[src/design/char_lcd_nibble_writer_assert.svh]
// Assertion macros shared by the LCD writer modules.
// Each expects signals named clk and rst_n in the using module.
`ifndef CHAR_LCD_NIBBLE_WRITER_ASSERT_SVH
`define CHAR_LCD_NIBBLE_WRITER_ASSERT_SVH

// Condition must hold at every clock edge out of reset.
`define CLNW_ASSERT_ALWAYS(label, cond, msg) \
    label: assert property (@(posedge clk) disable iff (!rst_n) (cond)) else $error(msg);

// Consequent must hold in the same cycle as the antecedent.
`define CLNW_ASSERT_IMPLY(label, ante, cons, msg) \
    label: assert property (@(posedge clk) disable iff (!rst_n) (ante) |-> (cons)) \
        else $error(msg);

`endif

[src/design/clnw_pkg.sv]
package clnw_pkg;

    // Operation codes
    typedef enum logic [1:0] {
        OP_COMMAND = 2'd0,
        OP_DATA    = 2'd1,
        OP_CURSOR  = 2'd2,
        OP_INIT    = 2'd3
    } op_t;

    // LCD command bytes
    localparam logic [7:0] CMD_INIT_A     = 8'h33;
    localparam logic [7:0] CMD_INIT_B     = 8'h32;
    localparam logic [7:0] CMD_FUNC_SET   = 8'h28;
    localparam logic [7:0] CMD_DISPLAY_ON = 8'h0C;
    localparam logic [7:0] ADDR_ROW0      = 8'h80;
    localparam logic [7:0] ADDR_ROW1      = 8'hC0;
    localparam logic [1:0] ROW_ONE        = 2'd1;

    // Configuration port
    localparam int CFG_INDEX_W = 1;
    localparam int CFG_DATA_W  = 16;
    localparam logic [CFG_INDEX_W-1:0] CFG_ENABLE_LOW  = 1'b0;
    localparam logic [CFG_INDEX_W-1:0] CFG_ENABLE_HIGH = 1'b1;
    localparam logic [15:0] ENABLE_LOW_RESET  = 16'd500;
    localparam logic [15:0] ENABLE_HIGH_RESET = 16'd1500;

    // Job queue depth between decode and sequencer
    localparam int QUEUE_DEPTH = 2;

    // Pin step counter: [1:0] step within a byte, [3:2] byte of init
    localparam logic [3:0] STEP_INIT_FINAL = 4'd15;
    localparam logic [1:0] STEP_BYTE_FINAL = 2'd3;

    typedef struct packed {
        op_t        op;
        logic [7:0] byte_value;
        logic [1:0] row;
        logic [5:0] col;
    } in_t;

    typedef struct packed {
        logic [3:0]  data_nibble;
        logic        reg_select;
        logic        read_write;
        logic        enable_pin;
        logic [15:0] hold_time;
        logic        last;
    } out_t;

    // One queued job: either a single byte or the whole init sequence
    typedef struct packed {
        logic       is_init;
        logic       reg_select;
        logic [7:0] byte_value;
    } job_t;

    // Queue status seen by producer and consumer
    typedef struct packed {
        logic empty;
        logic full;
    } q_status_t;

    // Init sequence bytes
    function automatic logic [7:0] init_byte(input logic [1:0] idx);
        logic [7:0] b;
        case (idx)
            2'd0:    b = CMD_INIT_A;
            2'd1:    b = CMD_INIT_B;
            2'd2:    b = CMD_FUNC_SET;
            default: b = CMD_DISPLAY_ON;
        endcase
        return b;
    endfunction

endpackage

[src/design/char_lcd_nibble_writer.sv]
// Channel  | Direction | Handshake            | Payload
// ---------+-----------+----------------------+------------------
// in       | input     | in_valid / in_stall  | clnw_pkg::in_t
// out      | output    | out_valid / out_stall| clnw_pkg::out_t
// cfg      | input     | cfg_we               | cfg_index, cfg_data
//
// One pin step leaves per cycle unless the output stalls; init sends four bytes.
// The step sequencer in clnw_back sets that rate; a job queue of DEPTH
// entries lets requests be accepted while the sequencer is busy.
// Reset is asynchronous, active low; hold times return to 500 and 1500.
// An output stall freezes the sequencer; the input stalls only when the queue is full.
module char_lcd_nibble_writer #(
    parameter int QUEUE_DEPTH = clnw_pkg::QUEUE_DEPTH
) (
    input  logic                               clk,
    input  logic                               rst_n,
    input  logic                               in_valid,
    output logic                               in_stall,
    input  clnw_pkg::in_t                      in_data,
    output logic                               out_valid,
    input  logic                               out_stall,
    output clnw_pkg::out_t                     out_data,
    input  logic                               cfg_we,
    input  logic [clnw_pkg::CFG_INDEX_W-1:0]   cfg_index,
    input  logic [clnw_pkg::CFG_DATA_W-1:0]    cfg_data
);

    logic [15:0]          low_time_reg;
    logic [15:0]          high_time_reg;
    logic                 push;
    logic                 pop;
    clnw_pkg::job_t       push_job;
    clnw_pkg::job_t       head_job;
    clnw_pkg::q_status_t  q_status;

    // Hold time registers
    always_ff @(posedge clk or negedge rst_n)
    begin
        if (!rst_n)
        begin
            low_time_reg  <= clnw_pkg::ENABLE_LOW_RESET;
            high_time_reg <= clnw_pkg::ENABLE_HIGH_RESET;
        end
        else if (cfg_we)
        begin
            case (cfg_index)
                clnw_pkg::CFG_ENABLE_LOW:  low_time_reg  <= cfg_data;
                clnw_pkg::CFG_ENABLE_HIGH: high_time_reg <= cfg_data;
                default:                   low_time_reg  <= low_time_reg;
            endcase
        end
    end

    clnw_front u_front (
        .in_valid (in_valid),
        .in_stall (in_stall),
        .in_data  (in_data),
        .q_status (q_status),
        .push     (push),
        .push_job (push_job)
    );

    clnw_queue #(
        .DEPTH (QUEUE_DEPTH)
    ) u_queue (
        .clk      (clk),
        .rst_n    (rst_n),
        .push     (push),
        .push_job (push_job),
        .pop      (pop),
        .head_job (head_job),
        .status   (q_status)
    );

    clnw_back u_back (
        .clk       (clk),
        .rst_n     (rst_n),
        .head_job  (head_job),
        .q_status  (q_status),
        .pop       (pop),
        .low_time  (low_time_reg),
        .high_time (high_time_reg),
        .out_valid (out_valid),
        .out_stall (out_stall),
        .out_data  (out_data)
    );

endmodule

[src/design/clnw_front.sv]
module clnw_front (
    input  logic                 in_valid,
    output logic                 in_stall,
    input  clnw_pkg::in_t        in_data,
    input  clnw_pkg::q_status_t  q_status,
    output logic                 push,
    output clnw_pkg::job_t       push_job
);

    logic [7:0] cursor_addr;

    // Cursor address: row 1 at 0xC0, every other row at 0x80
    assign cursor_addr = ((in_data.row == clnw_pkg::ROW_ONE) ? clnw_pkg::ADDR_ROW1
                                                             : clnw_pkg::ADDR_ROW0)
                         + {2'b00, in_data.col};

    // Classify the request into one queued job
    always_comb
    begin
        push_job.is_init    = 1'b0;
        push_job.reg_select = 1'b0;
        push_job.byte_value = in_data.byte_value;
        case (in_data.op)
            clnw_pkg::OP_COMMAND:
            begin
                push_job.byte_value = in_data.byte_value;
            end
            clnw_pkg::OP_DATA:
            begin
                push_job.reg_select = 1'b1;
            end
            clnw_pkg::OP_CURSOR:
            begin
                push_job.byte_value = cursor_addr;
            end
            default:
            begin
                push_job.is_init = 1'b1;
            end
        endcase
    end

    assign in_stall = q_status.full;
    assign push     = in_valid && !q_status.full;

endmodule

[src/design/clnw_queue.sv]
`include "char_lcd_nibble_writer_assert.svh"

module clnw_queue #(
    parameter int DEPTH = clnw_pkg::QUEUE_DEPTH
) (
    input  logic                 clk,
    input  logic                 rst_n,
    input  logic                 push,
    input  clnw_pkg::job_t       push_job,
    input  logic                 pop,
    output clnw_pkg::job_t       head_job,
    output clnw_pkg::q_status_t  status
);

    localparam int PTR_W = (DEPTH > 1) ? $clog2(DEPTH) : 1;
    localparam int CNT_W = $clog2(DEPTH + 1);
    localparam logic [PTR_W-1:0] PTR_LAST = PTR_W'(DEPTH - 1);
    localparam logic [CNT_W-1:0] CNT_FULL = CNT_W'(DEPTH);

    clnw_pkg::job_t   entry_reg [DEPTH];
    logic [PTR_W-1:0] wr_ptr_reg, wr_ptr_next;
    logic [PTR_W-1:0] rd_ptr_reg, rd_ptr_next;
    logic [CNT_W-1:0] count_reg, count_next;

    // Pointer and fill count update
    always_comb
    begin
        wr_ptr_next = wr_ptr_reg;
        rd_ptr_next = rd_ptr_reg;
        count_next  = count_reg;
        if (push)
        begin
            wr_ptr_next = (wr_ptr_reg == PTR_LAST) ? '0 : wr_ptr_reg + 1'b1;
        end
        if (pop)
        begin
            rd_ptr_next = (rd_ptr_reg == PTR_LAST) ? '0 : rd_ptr_reg + 1'b1;
        end
        if (push && !pop)
        begin
            count_next = count_reg + 1'b1;
        end
        else if (pop && !push)
        begin
            count_next = count_reg - 1'b1;
        end
    end

    always_ff @(posedge clk or negedge rst_n)
    begin
        if (!rst_n)
        begin
            wr_ptr_reg <= '0;
            rd_ptr_reg <= '0;
            count_reg  <= '0;
        end
        else
        begin
            wr_ptr_reg <= wr_ptr_next;
            rd_ptr_reg <= rd_ptr_next;
            count_reg  <= count_next;
        end
    end

    // Job storage, no reset needed
    always_ff @(posedge clk)
    begin
        if (push)
        begin
            entry_reg[wr_ptr_reg] <= push_job;
        end
    end

    assign head_job     = entry_reg[rd_ptr_reg];
    assign status.empty = (count_reg == '0);
    assign status.full  = (count_reg == CNT_FULL);

    `CLNW_ASSERT_ALWAYS(a_count_bound, count_reg <= CNT_FULL, "queue count beyond depth")
    `CLNW_ASSERT_IMPLY(a_no_overflow, status.full, !push, "push into full queue")

endmodule

[src/design/clnw_back.sv]
`include "char_lcd_nibble_writer_assert.svh"

module clnw_back (
    input  logic                 clk,
    input  logic                 rst_n,
    input  clnw_pkg::job_t       head_job,
    input  clnw_pkg::q_status_t  q_status,
    output logic                 pop,
    input  logic [15:0]          low_time,
    input  logic [15:0]          high_time,
    output logic                 out_valid,
    input  logic                 out_stall,
    output clnw_pkg::out_t       out_data
);

    logic            busy_reg, busy_next;
    logic [3:0]      step_reg, step_next;
    clnw_pkg::job_t  job_reg, job_next;
    logic            out_valid_reg, out_valid_next;
    clnw_pkg::out_t  out_data_reg, out_data_next;

    clnw_pkg::job_t  cur_job;
    logic [3:0]      cur_step;
    logic [7:0]      cur_byte;
    logic            out_free;
    logic            emit;
    logic            final_step;

    // Current job comes straight from the queue head when idle
    assign cur_job  = busy_reg ? job_reg : head_job;
    assign cur_step = busy_reg ? step_reg : '0;
    assign cur_byte = cur_job.is_init ? clnw_pkg::init_byte(cur_step[3:2])
                                      : cur_job.byte_value;

    assign out_free   = !out_valid_reg || !out_stall;
    assign emit       = out_free && (busy_reg || !q_status.empty);
    assign pop        = emit && !busy_reg;
    assign final_step = cur_job.is_init ? (cur_step == clnw_pkg::STEP_INIT_FINAL)
                                        : (cur_step[1:0] == clnw_pkg::STEP_BYTE_FINAL);

    // Pin step sequencer and output register
    always_comb
    begin
        busy_next      = busy_reg;
        step_next      = step_reg;
        job_next       = job_reg;
        out_valid_next = out_valid_reg && out_stall;
        out_data_next  = out_data_reg;
        if (emit)
        begin
            busy_next      = !final_step;
            step_next      = final_step ? '0 : cur_step + 1'b1;
            job_next       = cur_job;
            out_valid_next = 1'b1;
            out_data_next.data_nibble = cur_step[1] ? cur_byte[3:0] : cur_byte[7:4];
            out_data_next.reg_select  = cur_job.reg_select;
            out_data_next.read_write  = 1'b0;
            out_data_next.enable_pin  = cur_step[0];
            out_data_next.hold_time   = cur_step[0] ? high_time : low_time;
            out_data_next.last        = final_step;
        end
    end

    always_ff @(posedge clk or negedge rst_n)
    begin
        if (!rst_n)
        begin
            busy_reg      <= 1'b0;
            step_reg      <= '0;
            out_valid_reg <= 1'b0;
        end
        else
        begin
            busy_reg      <= busy_next;
            step_reg      <= step_next;
            out_valid_reg <= out_valid_next;
        end
    end

    // Payload registers
    always_ff @(posedge clk)
    begin
        job_reg      <= job_next;
        out_data_reg <= out_data_next;
    end

    assign out_valid = out_valid_reg;
    assign out_data  = out_data_reg;

    `CLNW_ASSERT_IMPLY(a_idle_step, !busy_reg, step_reg == 4'd0, "step count not cleared when idle")
    `CLNW_ASSERT_IMPLY(a_byte_step, busy_reg && !job_reg.is_init, step_reg[3:2] == 2'd0,
        "byte job past its fourth step")
    `CLNW_ASSERT_IMPLY(a_pop_empty, pop, !q_status.empty, "pop from empty queue")

endmodule
[config.mk]
export PLATFORM = sky130hd
export DESIGN_NAME = char_lcd_nibble_writer
export DESIGN_NICKNAME = d
export VERILOG_FILES = /design/src/design/clnw_pkg.sv /design/src/design/char_lcd_nibble_writer.sv /design/src/design/clnw_front.sv /design/src/design/clnw_queue.sv /design/src/design/clnw_back.sv
export VERILOG_INCLUDE_DIRS = /design/src /design/src/design
export SDC_FILE = /design/constraint.sdc
export NUM_CORES = 1
export LEC_CHECK = 0
export BUFFER_PORTS_ARGS = -buffer_cell sky130_fd_sc_hd__buf_2
export CORE_ASPECT_RATIO = 0.8
export CORE_MARGIN = 2
export CORE_UTILIZATION = 50
export CTS_CLUSTER_DIAMETER = 150
export DETAILED_ROUTE_END_ITERATION = 12
export PLACE_DENSITY = 0.85
export SYNTH_ARGS = -nofsm -noshare
export SYNTH_HDL_FRONTEND = slang
export SYNTH_SLANG_ARGS = --single-unit
export TNS_END_PERCENT = 100
[constraint.sdc]
create_clock -name clk -period 1.8 [get_ports clk]
set_input_delay 0.27 -clock clk [delete_from_list [all_inputs] [get_ports clk]]
set_output_delay 0.27 -clock clk [all_outputs]
set_load 0.02 [all_outputs]
# ---- Word level (Yosys, flattened, before mapping)
# Memory sizes are Yosys's and may differ from the RTL's.
# Index checks and enable logic that the tools add are counted.
dict set report totals {
  mem_bits_rw 20
  output_inout_bits 26
  n_memories 1
  ff_bits 74
  word_cells 75
  in_bits 40
}
dict set report classes {
  n_reduce_logical 24
  addsub 6
  n_mux 19
  bitwise_logic 2
  eq_ne 8
}
# name depth width read_ports rd_ports_with_merged_regs write_ports line_no
set memory_table {}
lappend memory_table {u_queue.entry_reg 2 10 1 0 1 clnw_queue.sv:20} ;# clnw_pkg::job_t entry_reg [DEPTH];
# cell n
set op_table {}
lappend op_table {{$pmux W6 S3} 1}
lappend op_table {{$mux W16} 1}
lappend op_table {{$mux W8} 2}
lappend op_table {{$mux W4} 3}
lappend op_table {{$mux W10} 1}
lappend op_table {{$add A8 B6 Y8} 1}
lappend op_table {{$eq A2 B2 Y1 const B} 4}
lappend op_table {{$logic_not A1 Y1} 8}
lappend op_table {{$mux W1} 8}
lappend op_table {{$mux W7} 1}
lappend op_table {{$eq A2 B1 Y1 const B} 3}
lappend op_table {{$logic_and A1 B1 Y1} 6}
lappend op_table {{$logic_not A2 Y1} 3}
lappend op_table {{$reduce_and A2 Y1} 3}
lappend op_table {{$add A4 B1 Y4 const B} 1}
lappend op_table {{$eq A4 B4 Y1 const B} 1}
lappend op_table {{$mux W2} 2}
lappend op_table {{$reduce_or A3 Y1} 1}
lappend op_table {{$add A1 B1 Y1 const B} 2}
lappend op_table {{$add A2 B1 Y2 const B} 1}
lappend op_table {{$logic_or A1 B1 Y1} 2}
lappend op_table {{$not A1 Y1} 2}
lappend op_table {{$reduce_bool A2 Y1} 1}
lappend op_table {{$sub A2 B1 Y2 const B} 1}

# ---- Logic depth before layout (Yosys ltp)
dict set report depth {
  word_depth 8
  ltp_mapped 8
  ltp_nobuf 8
}

# ---- Cells and area by module
# Synthesis repeated with hierarchy kept, for this count alone.
dict set report unflattened {
  hier_cells 261
  hier_area_um2 4257.8
}
# module cells_each seq_area_each_um2 n_inst area_each_um2
set by_module_without_submodules {}
lappend by_module_without_submodules {clnw_back 130 1111.1 1 1871.8}
lappend by_module_without_submodules {char_lcd_nibble_writer 69 817.0 1 1268.7}
lappend by_module_without_submodules {clnw_queue 47 700.7 1 947.2}
lappend by_module_without_submodules {clnw_front 15 0.0 1 170.2}

# ---- Worst setup path after synthesis
# No wires, ideal clock.
dict set report synth_timing {
  path_type {reg-to-reg}
  startpoint {register u_back.busy_reg}
  endpoint {register u_back.out_data_reg, in the netlist u_back.out_data[0] (data pin)}
  arrival_ns 1.410
  stages_incl_launch_ff 8
  required_ns 1.539
  setup_slack_ns 0.129
  cell_sequence {dfrtp_1 -> and2_1 -> buf_4 -> buf_6 -> ha_1 -> nand2_1 -> a21oi_2 -> a21o_4}
}
dict set report synth_via {
  elab_chain_len 3
  word_cells_on_any_way 5
  cone_classes {eq/ne (2); mux (3)}
}
# element line_no
set synth_rtl {}
lappend synth_rtl {{start: declaration} clnw_back.sv:16} ;# logic busy_reg, busy_next;
lappend synth_rtl {{start signal: assignment} clnw_back.sv:74} ;# busy_reg <= busy_next;
lappend synth_rtl {{$mux W4 *} clnw_back.sv:31} ;# assign cur_step = busy_reg ? step_reg : '0;
lappend synth_rtl {{via u_back.cur_step[0]} clnw_back.sv:23} ;# logic [3:0] cur_step;
lappend synth_rtl {{$eq A4 B4 Y1 / $eq A2 B2 Y1 (equally long branches)} {clnw_back.sv:38, clnw_back.sv:39}}
lappend synth_rtl {{$mux W1 *} clnw_back.sv:38} ;# assign final_step = cur_job.is_init ? (cur_step == clnw_pkg::STEP_INIT_FINAL)
lappend synth_rtl {{via u_back.final_step} clnw_back.sv:27} ;# logic final_step;
lappend synth_rtl {{end signal: assignment} clnw_back.sv:84} ;# out_data_reg <= out_data_next;
lappend synth_rtl {{end: declaration} clnw_back.sv:20} ;# clnw_pkg::out_t out_data_reg, out_data_next;
# Mark *: on every way through the listed nets, which the timed path passes. The rest lies on a longest branch.
# A chain may end at the register's enable or synchronous reset.

# ---- Worst setup path in the final report
dict set report layout_timing {
  startpoint {register u_back.busy_reg}
  endpoint {register u_back.step_reg[3]}
}
dict set report layout_via {
  elab_chain_len 4
  word_cells_on_any_way 9
  cone_classes {add/sub (1); eq/ne (2); mux (4); reduce/logical (2)}
}
# element line_no
set layout_rtl {}
lappend layout_rtl {{branches (longest 4 deep; another with $add A4 B1 Y4)} -}
lappend layout_rtl {{end signal: assignment} clnw_back.sv:75} ;# step_reg <= step_next;
lappend layout_rtl {{end: declaration} clnw_back.sv:17} ;# logic [3:0] step_reg, step_next;
# Several ways; the timed one is not identified.

==> results by group <==
Die
  – Die W: about 100 µm
  – Initial Utilization: ~51%
  – DIE HEIGHT: ~84 µm
  – Die area: 8820 µm²
  – CORE AREA: 7870 µm²
  – Row count: 29
  – # IOs: 66

Logic synthesis
  – Synth Register Bits: 94
  – Seq/Total Area, Yosys: approximately 65%
  – YS warnings: 0
  – Synthesized area per cell: 15.0 µm²
  – Synth Instances: 269
  – Mapped Area: just over 4000 µm²
  – Syn Nets: about 310
  – Count of cell types in the netlist: 45

STA
  – Worst Tran Pin Value: around 540 ps
  – RSZ-0062 raised after global routing: false
  – Max Fclk: between 600 and 700 MHz
  – Slew margin rel.: approximately 64%
  – Pins Over Slew Limit: 0
  – Endpoints failing hold: 0
  – Endpoints failing setup: 0
  – Crit share post-route: 90.7%
  – Final TNS setup: 0 ps
  – Fin Clk Skew: 13.2 ps
  – Tmin final: 1630 ps

Final layout
  – Finished Layout Cells: ~460
  – Layout cell share with drive strength beyond 1: a little over a third
  – # fillers: 639
  – Most frequent cells in the layout: buf_2 (64), edfxtp_1 (52), mux2_1 (48)
  – Most common cell after layout, fill and taps aside: buf_2
  – Final Net Count: between 300 and 400
  – Flip-flop count of the largest register after layout: 22
  – Area delta synth->final: 16.4%
  – Inserted Diodes: 0

Placed design
  – PortBufs: 64
  – Gpl congestion: ~0.76
  – HPWL after DPL: slightly below 5 mm
  – Placed insts: between 400 and 500

Power and ir drop
  – Final Power: between 6 and 7 mW
  – PwrDens: 1430 nW/µm²
  – Max VDD drop: approximately 0.00085 V
  – Leakage power: between 1.5 and 2 nW

Clock tree
  – Clock slew at reported path FFs: approximately 90 ps
  – TritonCTS clock tree: yes
  – Master cell of the clock root buffer: clkbuf_8
  – TritonCTS buffer count: 9
  – Post-CTS Setup Repair Bufs: 0
  – CTS sink count: 94
  – H-tree levels: 3
  – Worst-Skew Late Latency: ~360 ps
  – Clock buffer depth: 2

Detailed routing
  – DRC viols: 0
  – Pre-antenna DRT Iters: 4
  – Avg WL per Cell: 15.3 µm
  – Total routed wirelength: between 6 and 7 mm
  – Vias/cell: approximately 5.2
  – 1st-iter DRT viols: about 110
  – Via count: 2377
  – Post-DRT Antenna Nets: 0

Setup path
  – Arr. time, crit path: roughly 1900 ps
  – Critical path fanouts, max: 6
  – Crit Path Class: reg -> reg
  – Slowest-stage cell, CP: dfrtp_2
  – Crit path largest cell delay: between 400 and 500 ps
  – R2R Setup Slk: approximately 170 ps
  – CP Cell Sequence: and2_1, ha_1, nand2_1, a21oi_2, o21ai_1, a21o_1
  – Cell family with most CP delay: compound AO/OA/AOI/OAI gates
  – WP buf/inv: 0
  – Critical Path RT: 2050 ps
  – Worst Setup Start Kind: flip-flop
  – Crit end category: flip-flop

GRT
  – Antenna violations before repair: 0
  – Largest net degree at the start of global routing: 43
  – Number of global-route vias before repair: between 2000 and 2500
  – Total GRT Usage: between 10% and 20%
  – Grt total ovfl: 0
  – First-pass GRT wire length: 11.8 mm

Min path
  – Worst hold path class: in -> reg

Outcome
  – Status: completed

Run
  – Max Cap Violations: 0
[worst reg2reg max path: stages (launching register included)]
cell	delay (ps)
dfrtp_2	420
and2_1	270
ha_1	290
nand2_1	90
a21oi_2	190
o21ai_1	100
a21o_1	190
[stage by stage]
stage	cell area (µm²)	setup WS (ps)	util [%]	hold WS, ps
finish	4700	167	59.7	127
global placement	4520	229	57.3	368
CTS	4700	118	59.7	112
floorplan	4040	129	-	-25.6
global route	4700	11.1	59.7	117
detailed placement	4520	139	57.3	379
[final timing paths]
kind	startpoint	endpoint	cells after the start
max	u_back.busy_reg	u_back.step_reg[3]	6
min	cfg_data[0]	low_time_reg[0]	2
max reg2reg	u_back.busy_reg	u_back.step_reg[3]	6
min reg2reg	low_time_reg[13]	low_time_reg[13]	1
max in group asynchronous	rst_n	u_queue.count_reg[0]	3
min in group asynchronous	rst_n	low_time_reg[0]	3
[Yosys cell counts (all sizes together)]
| cell | n | share of area [%] |
|---|---|---|
| and2 | 3 | 0.46 |
| edfxtp | 52 | 39 |
| clkbuf | 1 | 0.093 |
| clkinv | 1 | 0.093 |
| o22ai | 1 | 0.15 |
| o21ai | 15 | 1.9 |
| o31ai | 1 | 0.53 |
| a31oi | 1 | 0.15 |
| nor2 | 6 | 0.62 |
| or2 | 1 | 0.15 |
| buf | 12 | 2.0 |
| mux2 | 57 | 17 |
| conb | 1 | 0.093 |
| xor2 | 3 | 0.65 |
| xnor2 | 2 | 0.43 |
| nor2b | 6 | 1.1 |
| nor4 | 1 | 0.15 |
| a21oi | 5 | 0.71 |
| o221ai | 1 | 0.22 |
| nand3 | 5 | 0.62 |
| mux2i | 9 | 2.2 |
| nand2b | 1 | 0.15 |
| a21o | 4 | 0.96 |
| nand3b | 2 | 0.37 |
| nand2 | 20 | 1.9 |
| a221oi | 1 | 0.22 |
| and3 | 1 | 0.15 |
| dfstp | 13 | 8.5 |
| ha | 2 | 0.62 |
| nor3 | 2 | 0.25 |
| inv | 7 | 0.65 |
| dfrtp | 29 | 18 |
| a211oi | 2 | 0.37 |
| o21ba | 1 | 0.40 |
[report_power, final]
| group | internal, mW | switching, mW |
|---|---|---|
| sequential | 3.05 | 0.330 |
| combinational | 0.930 | 1.16 |
| clock | 0.512 | 0.735 |
| total | 4.50 | 2.22 |
[kinds of logic (layout without fill, tap and decap cells)]
group | count (synthesis) | in the layout | share of synthesized area [%]
multiplexers | 66 | 66 | 18.9
flip-flops | 94 | 94 | 65.1
AND/OR/NAND/NOR | 48 | 48 | 5.92
buffers and inverters | 21 | 101 | 2.79
adder cells (fa/ha/maj) | 2 | 2 | 0.619
XOR/XNOR | 5 | 5 | 1.08
other | 1 | 1 | 0.0928
AO/OA/AOI/OAI | 32 | 32 | 5.57
[metal layers]
layer	share of wire (%)	global-route usage, %
met5	0	0
met4	1.0	4.79
met3	5.5	5.59
met2	47	28.3
met1	46	21.8
[what timing repair did]
| action | 4_1_cts | 5_1_grt |
|---|---|---|
| hold buffers | 1 | 0 |
| gates resized for setup | 0 | 2 |
| hold endpoints to repair | 29 | 0 |
| setup endpoints to repair | 0 | 2 |
[area by class of cell]
cell class | count | area [µm²] | share of cell area, %
multi-input cells | 154 | 1300 | 27.6
well taps | 108 | 135 | 2.87
clock inverters | 6 | 45.0 | 0.958
clock buffers | 10 | 128 | 2.71
flip-flops and latches | 94 | 2630 | 56.0
inverters | 8 | 30.0 | 0.639
repair buffers | 77 | 433 | 9.21
(Power assumes the default switching activity.)
